===== src/hw/rtl/bar_pkg.sv =====
`timescale 1ns / 1ps
// ----------------------------------------------------------------------------
// bar_pkg: shared types and constants for button auto-repeat
// Widths, register indexes, reset values and memory request structs.
// ----------------------------------------------------------------------------
package bar_pkg;

  localparam int BTN_W     = 16;  // button word width
  localparam int BIDX_W    = 4;   // button bit index
  localparam int CTL_W     = 2;   // controller index
  localparam int CTL_SLOTS = 4;   // enable masks in the register file
  localparam int CNT_W     = 16;  // hold counter width
  localparam int CFG_IDX_W = 3;
  localparam int CFG_W     = 16;

  localparam int NUM_CONTROLLERS_DEF = 4;
  localparam int NUM_BUTTONS_DEF     = 16;

  localparam logic [CNT_W-1:0] DELAY_RST  = 16'h0014;
  localparam logic [CNT_W-1:0] PERIOD_RST = 16'd4;

  // remainder unit: bits retired per cycle and cycles per operation
  localparam int REM_BITS_PER_CYC = 4;
  localparam int REM_CYCLES       = CNT_W / REM_BITS_PER_CYC;
  localparam int REM_STEP_W       = $clog2(REM_CYCLES);

  typedef enum logic [CFG_IDX_W-1:0] {
    CFG_DELAY  = 3'd0,
    CFG_PERIOD = 3'd1,
    CFG_MASK0  = 3'd2,
    CFG_MASK1  = 3'd3,
    CFG_MASK2  = 3'd4,
    CFG_MASK3  = 3'd5
  } cfg_idx_e;

  typedef enum logic {
    ACT_SAMPLE = 1'b0,
    ACT_FAST   = 1'b1
  } action_e;

  typedef struct packed {
    logic              en;
    logic [CTL_W-1:0]  ctl;
    logic [BIDX_W-1:0] btn;
  } cnt_rd_t;

  typedef struct packed {
    logic              en;
    logic [CTL_W-1:0]  ctl;
    logic [BIDX_W-1:0] btn;
    logic [CNT_W-1:0]  data;
  } cnt_wr_t;

endpackage


===== src/hw/rtl/bar_in_if.sv =====
`timescale 1ns / 1ps
// ----------------------------------------------------------------------------
// bar_in_if: request channel into the auto-repeat block
// Valid/ready handshake carrying action, controller and button word.
// ----------------------------------------------------------------------------
interface bar_in_if;
  import bar_pkg::*;

  logic             valid;
  logic             ready;
  logic             action;
  logic [CTL_W-1:0] controller;
  logic [BTN_W-1:0] buttons;

  modport source (output valid, output action, output controller, output buttons,
                  input ready);
  modport sink   (input valid, input action, input controller, input buttons,
                  output ready);
endinterface


===== src/hw/rtl/bar_out_if.sv =====
`timescale 1ns / 1ps
// ----------------------------------------------------------------------------
// bar_out_if: result channel out of the auto-repeat block
// Valid/ready handshake carrying pressed and repeat bits.
// ----------------------------------------------------------------------------
interface bar_out_if;
  import bar_pkg::*;

  logic             valid;
  logic             ready;
  logic [BTN_W-1:0] pressed;
  logic [BTN_W-1:0] repeat_res;

  modport source (output valid, output pressed, output repeat_res, input ready);
  modport sink   (input valid, input pressed, input repeat_res, output ready);
endinterface


===== src/hw/rtl/bar_cnt_mem.sv =====
`timescale 1ns / 1ps
// ----------------------------------------------------------------------------
// bar_cnt_mem: hold counter memory
// One write and one read port, registered read data, per-entry valid bits
// so that entries read as zero until written after reset.
// ----------------------------------------------------------------------------
module bar_cnt_mem #(
  parameter int NUM_CONTROLLERS = bar_pkg::NUM_CONTROLLERS_DEF
) (
  input  logic                        clk_i,
  input  logic                        rst_ni,
  input  bar_pkg::cnt_rd_t            rd_i,
  input  bar_pkg::cnt_wr_t            wr_i,
  output logic [bar_pkg::CNT_W-1:0]   rdata_o
);
  import bar_pkg::*;

  localparam int Depth = NUM_CONTROLLERS * BTN_W;
  localparam int AW    = $clog2(Depth);

  logic [CNT_W-1:0] mem [Depth];
  logic [Depth-1:0] vld_q;
  logic [CNT_W-1:0] rdata_q;
  logic             rvld_q;
  logic [AW-1:0]    raddr, waddr;

  assign raddr = AW'({rd_i.ctl, rd_i.btn});
  assign waddr = AW'({wr_i.ctl, wr_i.btn});

  always_ff @(posedge clk_i) begin
    if (wr_i.en) begin
      mem[waddr] <= wr_i.data;
    end
    if (rd_i.en) begin
      rdata_q <= mem[raddr];
    end
  end

  always_ff @(posedge clk_i or negedge rst_ni) begin
    if (!rst_ni) begin
      vld_q  <= '0;
      rvld_q <= 1'b0;
    end else begin
      if (wr_i.en) begin
        vld_q[waddr] <= 1'b1;
      end
      if (rd_i.en) begin
        rvld_q <= vld_q[raddr];
      end
    end
  end

  assign rdata_o = rvld_q ? rdata_q : '0;

endmodule


===== src/hw/rtl/bar_rem_unit.sv =====
`timescale 1ns / 1ps
// ----------------------------------------------------------------------------
// bar_rem_unit: iterative remainder
// Restoring division, a few bits per cycle; flags a zero remainder.
// ----------------------------------------------------------------------------
module bar_rem_unit (
  input  logic                      clk_i,
  input  logic                      rst_ni,
  input  logic                      start_i,
  input  logic [bar_pkg::CNT_W-1:0] dividend_i,
  input  logic [bar_pkg::CNT_W-1:0] divisor_i,
  output logic                      done_o,
  output logic                      zero_o
);
  import bar_pkg::*;

  logic                  busy_q;
  logic [REM_STEP_W-1:0] step_q;
  logic [CNT_W-1:0]      num_q, num_d;
  logic [CNT_W-1:0]      rem_q, rem_d;
  logic [CNT_W-1:0]      div_q;

  always_comb begin
    logic [CNT_W:0] r;
    r     = {1'b0, rem_q};
    num_d = num_q;
    for (int i = 0; i < REM_BITS_PER_CYC; i++) begin
      r     = {r[CNT_W-1:0], num_d[CNT_W-1]};
      num_d = {num_d[CNT_W-2:0], 1'b0};
      if (r >= {1'b0, div_q}) begin
        r = r - {1'b0, div_q};
      end
    end
    rem_d = r[CNT_W-1:0];
  end

  assign done_o = busy_q && (step_q == REM_STEP_W'(REM_CYCLES - 1));
  assign zero_o = (rem_d == '0);

  always_ff @(posedge clk_i or negedge rst_ni) begin
    if (!rst_ni) begin
      busy_q <= 1'b0;
      step_q <= '0;
    end else if (start_i) begin
      busy_q <= 1'b1;
      step_q <= '0;
    end else if (busy_q) begin
      step_q <= step_q + 1'b1;
      if (done_o) begin
        busy_q <= 1'b0;
      end
    end
  end

  always_ff @(posedge clk_i) begin
    if (start_i) begin
      num_q <= dividend_i;
      rem_q <= '0;
      div_q <= divisor_i;
    end else if (busy_q) begin
      num_q <= num_d;
      rem_q <= rem_d;
    end
  end

endmodule


===== src/hw/rtl/button_auto_repeat_core.sv =====
`timescale 1ns / 1ps
// ----------------------------------------------------------------------------
// button_auto_repeat_core: typematic auto-repeat for game controller buttons
// Tracks newly pressed buttons and per-button hold counters kept in memory.
// ----------------------------------------------------------------------------
// Fast-set items pass ST_FAST then ST_DONE; out-of-range items go to ST_DONE.
// Sample items walk the covered buttons serially: a disabled button takes a
//   ST_READ step, an enabled one ST_READ then ST_CALC, and a held enabled button
//   at or past the delay also waits in ST_DIV, except at count 1 or zero period.
// The walk reads the counter memory once per enabled button, and ST_DIV uses
// the 4-bit-per-cycle remainder unit.
// One item in flight; the next is taken while a result waits in the output reg.
// Reset: asynchronous, active low; all counters and held words read as zero.
// ----------------------------------------------------------------------------
module button_auto_repeat_core #(
  parameter int NUM_CONTROLLERS = bar_pkg::NUM_CONTROLLERS_DEF,
  parameter int NUM_BUTTONS     = bar_pkg::NUM_BUTTONS_DEF
) (
  input  logic                          clk_i,
  input  logic                          rst_ni,
  input  logic                          cfg_we_i,
  input  logic [bar_pkg::CFG_IDX_W-1:0] cfg_idx_i,
  input  logic [bar_pkg::CFG_W-1:0]     cfg_wdata_i,
  bar_in_if.sink                        in_if,
  bar_out_if.source                     out_if
);
  import bar_pkg::*;

  // Covered buttons are the top NUM_BUTTONS bits of the word.
  localparam logic [BIDX_W-1:0] BtnLo  = BIDX_W'(BTN_W - NUM_BUTTONS);
  localparam logic [BIDX_W-1:0] BtnHi  = BIDX_W'(BTN_W - 1);
  localparam logic [BTN_W-1:0]  CovMsk = {BTN_W{1'b1}} << (BTN_W - NUM_BUTTONS);

  typedef enum logic [5:0] {
    ST_IDLE = 6'b000001,
    ST_FAST = 6'b000010,
    ST_READ = 6'b000100,
    ST_CALC = 6'b001000,
    ST_DIV  = 6'b010000,
    ST_DONE = 6'b100000
  } state_e;

  state_e state_q, state_d;

  // configuration registers
  logic [CNT_W-1:0] delay_q, period_q;
  logic [BTN_W-1:0] mask_q [CTL_SLOTS];
  logic [CTL_W-1:0] cfg_mask_sel;

  // per-controller last held word (few entries, kept in flops)
  logic [BTN_W-1:0] prev_q [NUM_CONTROLLERS];
  logic [BTN_W-1:0] prev_sel;

  // current request context
  logic             act_q;
  logic [CTL_W-1:0] ctl_q;
  logic [BTN_W-1:0] word_q, en_q;
  logic [BTN_W-1:0] pressed_q, pressed_d;
  logic [BTN_W-1:0] rep_q, rep_d;
  logic [BIDX_W-1:0] bidx_q, bidx_d;

  // output register
  logic             out_vld_q, out_vld_d;
  logic [BTN_W-1:0] out_pressed_q, out_rep_q;

  logic in_acc, ctl_ok, load_out, last_btn;
  logic [BTN_W-1:0] bit_m;

  // memory and remainder hookup
  cnt_rd_t          rd;
  cnt_wr_t          wr;
  logic [CNT_W-1:0] cnt_rd, cnt_new, over;
  logic             rem_start, rem_done, rem_zero;

  // fast-set search
  logic [BTN_W-1:0]  fs_m;
  logic              fs_hit;
  logic [BIDX_W-1:0] fs_idx;

  bar_cnt_mem #(
    .NUM_CONTROLLERS(NUM_CONTROLLERS)
  ) u_cnt_mem (
    .clk_i  (clk_i),
    .rst_ni (rst_ni),
    .rd_i   (rd),
    .wr_i   (wr),
    .rdata_o(cnt_rd)
  );

  bar_rem_unit u_rem (
    .clk_i     (clk_i),
    .rst_ni    (rst_ni),
    .start_i   (rem_start),
    .dividend_i(over),
    .divisor_i (period_q),
    .done_o    (rem_done),
    .zero_o    (rem_zero)
  );

  // ---------------------------------------------------------------- config
  assign cfg_mask_sel = CTL_W'(cfg_idx_i - CFG_MASK0);

  always_ff @(posedge clk_i or negedge rst_ni) begin
    if (!rst_ni) begin
      delay_q  <= DELAY_RST;
      period_q <= PERIOD_RST;
      for (int i = 0; i < CTL_SLOTS; i++) begin
        mask_q[i] <= '0;
      end
    end else if (cfg_we_i) begin
      case (cfg_idx_i)
        CFG_DELAY:  delay_q  <= cfg_wdata_i;
        CFG_PERIOD: period_q <= cfg_wdata_i;
        default: begin
          if (cfg_idx_i inside {[CFG_MASK0:CFG_MASK3]}) begin
            mask_q[cfg_mask_sel] <= cfg_wdata_i;
          end
        end
      endcase
    end
  end

  // ---------------------------------------------------------------- intake
  assign in_if.ready = (state_q == ST_IDLE);
  assign in_acc      = in_if.valid && in_if.ready;
  assign ctl_ok      = {1'b0, in_if.controller} < (CTL_W + 1)'(NUM_CONTROLLERS);

  always_comb begin
    prev_sel = '0;
    for (int i = 0; i < NUM_CONTROLLERS; i++) begin
      if (in_if.controller == CTL_W'(i)) begin
        prev_sel = prev_q[i];
      end
    end
  end

  always_ff @(posedge clk_i or negedge rst_ni) begin
    if (!rst_ni) begin
      for (int i = 0; i < NUM_CONTROLLERS; i++) begin
        prev_q[i] <= '0;
      end
    end else if (in_acc && ctl_ok && (in_if.action == ACT_SAMPLE)) begin
      for (int i = 0; i < NUM_CONTROLLERS; i++) begin
        if (in_if.controller == CTL_W'(i)) begin
          prev_q[i] <= in_if.buttons;
        end
      end
    end
  end

  // ---------------------------------------------------------------- datapath
  assign bit_m    = BTN_W'(1) << bidx_q;
  assign last_btn = (bidx_q == BtnHi);
  assign cnt_new  = cnt_rd + 1'b1;
  assign over     = cnt_new - delay_q;

  // lowest covered set bit for fast-set
  always_comb begin
    fs_m   = word_q & CovMsk;
    fs_hit = 1'b0;
    fs_idx = '0;
    for (int i = BTN_W - 1; i >= 0; i--) begin
      if (fs_m[i]) begin
        fs_hit = 1'b1;
        fs_idx = BIDX_W'(i);
      end
    end
  end

  assign load_out = (state_q == ST_DONE) && (!out_vld_q || out_if.ready);

  always_comb begin
    state_d   = state_q;
    pressed_d = pressed_q;
    rep_d     = rep_q;
    bidx_d    = bidx_q;
    rd        = '0;
    wr        = '0;
    rem_start = 1'b0;

    case (state_q)
      ST_IDLE: begin
        if (in_acc) begin
          pressed_d = '0;
          rep_d     = '0;
          bidx_d    = BtnLo;
          if (!ctl_ok) begin
            state_d = ST_DONE;
          end else if (in_if.action == ACT_FAST) begin
            state_d = ST_FAST;
          end else begin
            pressed_d = in_if.buttons & ~prev_sel;
            state_d   = ST_READ;
          end
        end
      end
      ST_FAST: begin
        wr.en   = fs_hit;
        wr.ctl  = ctl_q;
        wr.btn  = fs_idx;
        wr.data = delay_q + period_q - 1'b1;
        state_d = ST_DONE;
      end
      ST_READ: begin
        if (en_q[bidx_q]) begin
          rd.en   = 1'b1;
          rd.ctl  = ctl_q;
          rd.btn  = bidx_q;
          state_d = ST_CALC;
        end else if (last_btn) begin
          state_d = ST_DONE;
        end else begin
          bidx_d = bidx_q + 1'b1;
        end
      end
      ST_CALC: begin
        wr.en   = 1'b1;
        wr.ctl  = ctl_q;
        wr.btn  = bidx_q;
        wr.data = word_q[bidx_q] ? cnt_new : '0;
        state_d = last_btn ? ST_DONE : ST_READ;
        bidx_d  = last_btn ? bidx_q : bidx_q + 1'b1;
        if (word_q[bidx_q]) begin
          if (cnt_new == CNT_W'(1)) begin
            rep_d = rep_q | bit_m;
          end else if (cnt_new >= delay_q) begin
            if (period_q == '0) begin
              // zero period: fires only exactly at the delay
              if (over == '0) begin
                rep_d = rep_q | bit_m;
              end
            end else begin
              rem_start = 1'b1;
              bidx_d    = bidx_q;
              state_d   = ST_DIV;
            end
          end
        end
      end
      ST_DIV: begin
        if (rem_done) begin
          if (rem_zero) begin
            rep_d = rep_q | bit_m;
          end
          state_d = last_btn ? ST_DONE : ST_READ;
          bidx_d  = last_btn ? bidx_q : bidx_q + 1'b1;
        end
      end
      ST_DONE: begin
        if (load_out) begin
          state_d = ST_IDLE;
        end
      end
      default: begin
        state_d = ST_IDLE;
      end
    endcase
  end

  always_comb begin
    out_vld_d = out_vld_q;
    if (out_if.ready) begin
      out_vld_d = 1'b0;
    end
    if (load_out) begin
      out_vld_d = 1'b1;
    end
  end

  always_ff @(posedge clk_i or negedge rst_ni) begin
    if (!rst_ni) begin
      state_q   <= ST_IDLE;
      out_vld_q <= 1'b0;
    end else begin
      state_q   <= state_d;
      out_vld_q <= out_vld_d;
    end
  end

  always_ff @(posedge clk_i) begin
    pressed_q <= pressed_d;
    rep_q     <= rep_d;
    bidx_q    <= bidx_d;
    if (in_acc) begin
      act_q  <= in_if.action;
      ctl_q  <= in_if.controller;
      word_q <= in_if.buttons;
      en_q   <= mask_q[in_if.controller] & CovMsk;
    end
    if (load_out) begin
      // fast-set and out-of-range items leave zeros from intake
      out_pressed_q <= (act_q == ACT_SAMPLE) ? pressed_q : '0;
      out_rep_q     <= rep_q;
    end
  end

  assign out_if.valid      = out_vld_q;
  assign out_if.pressed    = out_pressed_q;
  assign out_if.repeat_res = out_rep_q;

endmodule

===== src/flat_wrapper.sv =====
// flat-port wrapper written by rule: the top's interface ports become plain ports
module button_auto_repeat_core_flat import bar_pkg::*;
#(
  parameter int NUM_CONTROLLERS = bar_pkg::NUM_CONTROLLERS_DEF,
  parameter int NUM_BUTTONS     = bar_pkg::NUM_BUTTONS_DEF
)
  (clk_i, rst_ni, cfg_we_i, cfg_idx_i, cfg_wdata_i, in_if_valid, in_if_action, in_if_controller, in_if_buttons, in_if_ready, out_if_valid, out_if_pressed, out_if_repeat_res, out_if_ready);
  bar_in_if in_if_i ();
  bar_out_if out_if_i ();
  input  logic clk_i;
  input  logic rst_ni;
  input  logic cfg_we_i;
  input  logic [bar_pkg::CFG_IDX_W-1:0] cfg_idx_i;
  input  logic [bar_pkg::CFG_W-1:0] cfg_wdata_i;
  input wire logic [$bits(in_if_i.valid)-1:0] in_if_valid;
  input wire logic [$bits(in_if_i.action)-1:0] in_if_action;
  input wire logic [$bits(in_if_i.controller)-1:0] in_if_controller;
  input wire logic [$bits(in_if_i.buttons)-1:0] in_if_buttons;
  output wire logic [$bits(in_if_i.ready)-1:0] in_if_ready;
  output wire logic [$bits(out_if_i.valid)-1:0] out_if_valid;
  output wire logic [$bits(out_if_i.pressed)-1:0] out_if_pressed;
  output wire logic [$bits(out_if_i.repeat_res)-1:0] out_if_repeat_res;
  input wire logic [$bits(out_if_i.ready)-1:0] out_if_ready;
  assign in_if_i.valid = in_if_valid;
  assign in_if_i.action = in_if_action;
  assign in_if_i.controller = in_if_controller;
  assign in_if_i.buttons = in_if_buttons;
  assign in_if_ready = in_if_i.ready;
  assign out_if_valid = out_if_i.valid;
  assign out_if_pressed = out_if_i.pressed;
  assign out_if_repeat_res = out_if_i.repeat_res;
  assign out_if_i.ready = out_if_ready;
  button_auto_repeat_core #(.NUM_CONTROLLERS(NUM_CONTROLLERS), .NUM_BUTTONS(NUM_BUTTONS)) u_core (.clk_i(clk_i), .rst_ni(rst_ni), .cfg_we_i(cfg_we_i), .cfg_idx_i(cfg_idx_i), .cfg_wdata_i(cfg_wdata_i), .in_if(in_if_i), .out_if(out_if_i));
endmodule

===== config.mk =====
export PLATFORM = sky130hd
export DESIGN_NAME = button_auto_repeat_core_flat
export DESIGN_NICKNAME = d
export VERILOG_FILES = /design/src/hw/rtl/bar_pkg.sv /design/src/hw/rtl/bar_in_if.sv /design/src/hw/rtl/bar_out_if.sv /design/src/hw/rtl/bar_cnt_mem.sv /design/src/hw/rtl/bar_rem_unit.sv /design/src/hw/rtl/button_auto_repeat_core.sv /design/src/flat_wrapper.sv
export SDC_FILE = /design/constraint.sdc
export NUM_CORES = 2
export LEC_CHECK = 0
export ABC_AREA = 1
export BUFFER_PORTS_ARGS = -buffer_cell sky130_fd_sc_hd__buf_2
export CAP_MARGIN = 20
export CORE_MARGIN = 1.5
export CORE_UTILIZATION = 60
export DETAILED_ROUTE_END_ITERATION = 10
export PLACE_DENSITY = 0.76
export SLEW_MARGIN = 20
export SYNTH_ARGS = -nofsm -noshare
export SYNTH_HDL_FRONTEND = slang
export SYNTH_SLANG_ARGS = --single-unit
export TNS_END_PERCENT = 5

===== constraint.sdc =====
create_clock -name clk_i -period 11 [get_ports clk_i]
set_input_delay 0.55 -clock clk_i [delete_from_list [all_inputs] [get_ports clk_i]]
set_output_delay 0.55 -clock clk_i [all_outputs]
set_load 0.005 [all_outputs]

==> load_flow_metrics.sql <==
INSERT INTO impl_metrics (metric_group, metric, value, unit) VALUES
('outcome', 'run_status', 'completed', ''),
('clocking', 'cts_max_path_buffers', '3', ''),
('setup_path', 'worstPathMaxFanout', '19', ''),
('timing', 'period_minus_slack', '9.91', 'ns'),
('setup_path', 'setup.reg_to_reg.worst_slack', '1.09', 'ns'),
('yosys', 'netlist.top_cell.by_area', 'edfxtp_1', ''),
('die', 'start_util', '60.8', '%'),
('placement', 'numPortBuffers', '76', ''),
('die', 'ios', '77', ''),
('timing', 'slew-limit-headroom', '26.1', '%'),
('timing', 'final.hold.worst_slack', '0.0444', 'ns'),
('global_route', 'largest_net_degree_at_the_start_of_global_routing', '202', ''),
('drt', 'drtAntennaViolNets', '0', ''),
('global_route', 'grt_first_pass_wirelength', '255', 'mm'),
('yosys', 'synth_cells', '5747', ''),
('timing', 'setup_ws', '1.09', 'ns'),
('cells_and_area', 'share_of_layout_cells_above_drive_strength_1', '9.35', '%'),
('die', 'die_h', '328', 'µm'),
('setup_path', 'cp.arrival', '10.41', 'ns'),
('pwr', 'power.leakage', '27.8', 'nW'),
('placement', 'globalplace.congestion', '0.975', ''),
('yosys', 'yosysUniqueCellTypes', '60', ''),
('timing', 'least_margin_pin_slew', '1.11', 'ns'),
('drt', 'dr_total_vias', '44937', ''),
('cells_and_area', 'finalInstanceArea', '69800', 'µm²'),
('yosys', 'ys.flop_type', 'edfxtp_1', ''),
('placement', 'dp_hpwl', '97.5', 'mm'),
('job', 'timing.max_cap.violations', '0', ''),
('pwr', 'total_power', '19.8', 'mW'),
('clocking', 'insertion_delay', '0.77', 'ns'),
('setup_path', 'worst_setup_path_end', 'u_core.rep_q[13]', ''),
('die', 'rows', '118', ''),
('timing', 'final_min_period_over_clock_period', '90.1', '%'),
('die', 'die-width', '328', 'µm'),
('setup_path', 'worst_setup_path_end_kind', 'flip-flop', ''),
('setup_path', 'slowest_stage_cell_cp', 'nor2_2', ''),
('global_route', 'grt_usage', '31.0', '%'),
('clocking', 'cts.sink_count', '1426', ''),
('global_route', 'global_route.overflow_total', '0', ''),
('die', 'core-area', '104000', 'µm²'),
('die', 'die-area', '107000', 'µm²'),
('clocking', 'ctsRootBufferMaster', 'clkbuf_16', ''),
('timing', 'setup_viol', '0', ''),
('timing', 'setup_tns', '0', 'ns'),
('drt', 'first_iter_violations', '5178', ''),
('setup_path', 'setup.worst_path.class', 'reg2reg', ''),
('yosys', 'cell_area_after_synthesis', '63200', 'µm²'),
('clocking', 'cts_tree', 'yes', ''),
('yosys', 'synth_top_cells_by_count', 'nand2_1 (1454), edfxtp_1 (1175), o21ai_0 (389), inv_1 (385), a21oi_1 (334)', ''),
('yosys', 'synth.avg_cell_area', '11.0', 'µm²'),
('setup_path', 'crit_start', 'u_core.u_rem.div_q[12]', ''),
('yosys', 'mappedNetlistNets', '5915', ''),
('drt', 'remaining_drc_errors', '0', ''),
('clocking', 'clock_pin_slew_on_the_worst_setup_and_hold_paths', '0.06', 'ns'),
('setup_path', 'cp_dominant_cell_by_count', 'nand2_1', ''),
('timing', 'timing.final.hold_violations', '0', ''),
('placement', 'postPlaceCellArea', '65100', 'µm²'),
('yosys', 'synth-seq-area-share', '65.6', '%'),
('timing', 'max_freq', '101', 'MHz'),
('yosys', 'synth_edf_count', '1175', ''),
('clocking', 'cts_max_level', '4', ''),
('setup_path', 'rr_startpoint', 'u_core.u_rem.div_q[12]', ''),
('drt', 'detail_route.wl_per_cell', '23.0', 'µm'),
('cells_and_area', 'layout.nets', '5937', ''),
('clocking', 'cts_post_setup_buffers_inserted', '0', ''),
('yosys', 'synth_area_leaders', 'edfxtp_1 (56%), dfrtp_1 (9.1%), nand2_1 (8.6%), o21ai_0 (3.1%), a21oi_1 (2.6%)', ''),
('min_path', 'hp-class', 'in2reg', ''),
('setup_path', 'worst-r2r-cell-count', '57', ''),
('setup_path', 'worstPathRequired', '11.50', 'ns'),
('drt', 'vias_per_std_cell', '6.18', ''),
('min_path', 'min_from', 'in_if_buttons[11]', '');
layout make-up:
type,count,area [µm²]
multi-input combinational,3584,19000
tap,1380,1730
inverter,414,1560
clock buffer,211,4060
antenna,1,2.50
sequential,1426,41500
clock inverter,55,490
timing repair buffer,200,1430
fill,7628,34300
layout by cell type (no fill, tap or decap), types with 23 or more instances in the layout:
cell	count
a21oi_1	334
a22oi_1	23
a311oi_1	105
buf_2	75
buf_4	107
clkbuf_1	52
clkbuf_16	149
clkinv_1	25
dfrtp_1	231
edfxtp_1	1175
ha_1	119
inv_1	384
inv_2	24
nand2_1	1453
nand3_1	281
nand4_1	36
nor2_1	196
nor2_2	25
o211ai_1	73
o21ai_0	385
o22ai_1	236
or2_2	45
xnor2_1	30
xor2_1	41
critical path, delay by kind of cell (launching register included):
family / cells / cell delay (ns)
AOI/OAI and AO/OA: 9 / 1.75
and+or+nand+nor: 36 / 5.02
DFF: 1 / 0.35
adders and majority gates: 4 / 1.50
buffers and inverters: 8 / 1.04
stage by stage:
stage | utilization [%] | instances
2_1_floorplan | - | 5747
3_3_place_gp | 62.5 | 6994
3_5_place_dp | 62.5 | 6994
4_1_cts | 67.0 | 7270
5_1_grt | 67.0 | 7270
6_report | 67.0 | 7271
metal layers:
layer	track usage (%)	wire length, µm	up-vias
met2	49.6	79500	2301
met1	42.6	66100	21795
met3	5.53	14900	382
met4	12.4	6470	2
li1	-	-	20457
met5	0	13	-
worst min-delay path by stage:
stage	slack, ns	endpoint	cells past startpoint
2_1_floorplan	0.25	u_core.delay_q[0]	0
3_3_place_gp	0.44	u_core.out_if.repeat_res[2]	0
3_5_place_dp	0.44	u_core.out_if.repeat_res[13]	0
4_1_cts	0.0006	u_core.fs_m[11]	1
5_1_grt	0.02	u_core.fs_m[11]	1
6_report	0.04	u_core.fs_m[11]	1
power by group:
| part | internal (mW) | switching (mW) |
|---|---|---|
| logic | 2.72 | 5.62 |
| clock network | 2.69 | 2.04 |
| registers | 6.49 | 0.264 |
| total | 11.9 | 7.92 |
registers in the layout, indices dropped and copies added (netlist names), 64 cells and up:
register and flops:
u_core.mask_q 64, u_core.u_cnt_mem.mem 1024, u_core.u_cnt_mem.vld_q 64, u_core.prev_q 64
logic make-up (layout without fill, tap and decap cells):
group	count (synthesis)	after routing	synth area share (%)
AND/OR/NAND/NOR	2098	2098	13.7
flip-flops	1426	1426	65.6
AO/OA/AOI/OAI	1284	1284	12.3
buffers and inverters	737	880	4.77
adder cells (fa/ha/maj)	125	125	2.54
XOR/XNOR	71	71	0.983
multiplexers	6	6	0.101
other	0	1	0
timing repair:
item                                   CTS  global route
resized for setup                        0             0
endpoints found under the hold margin  103             0
hold buffers                            10             0
Note: power is estimated with default switching activity, not from simulation.
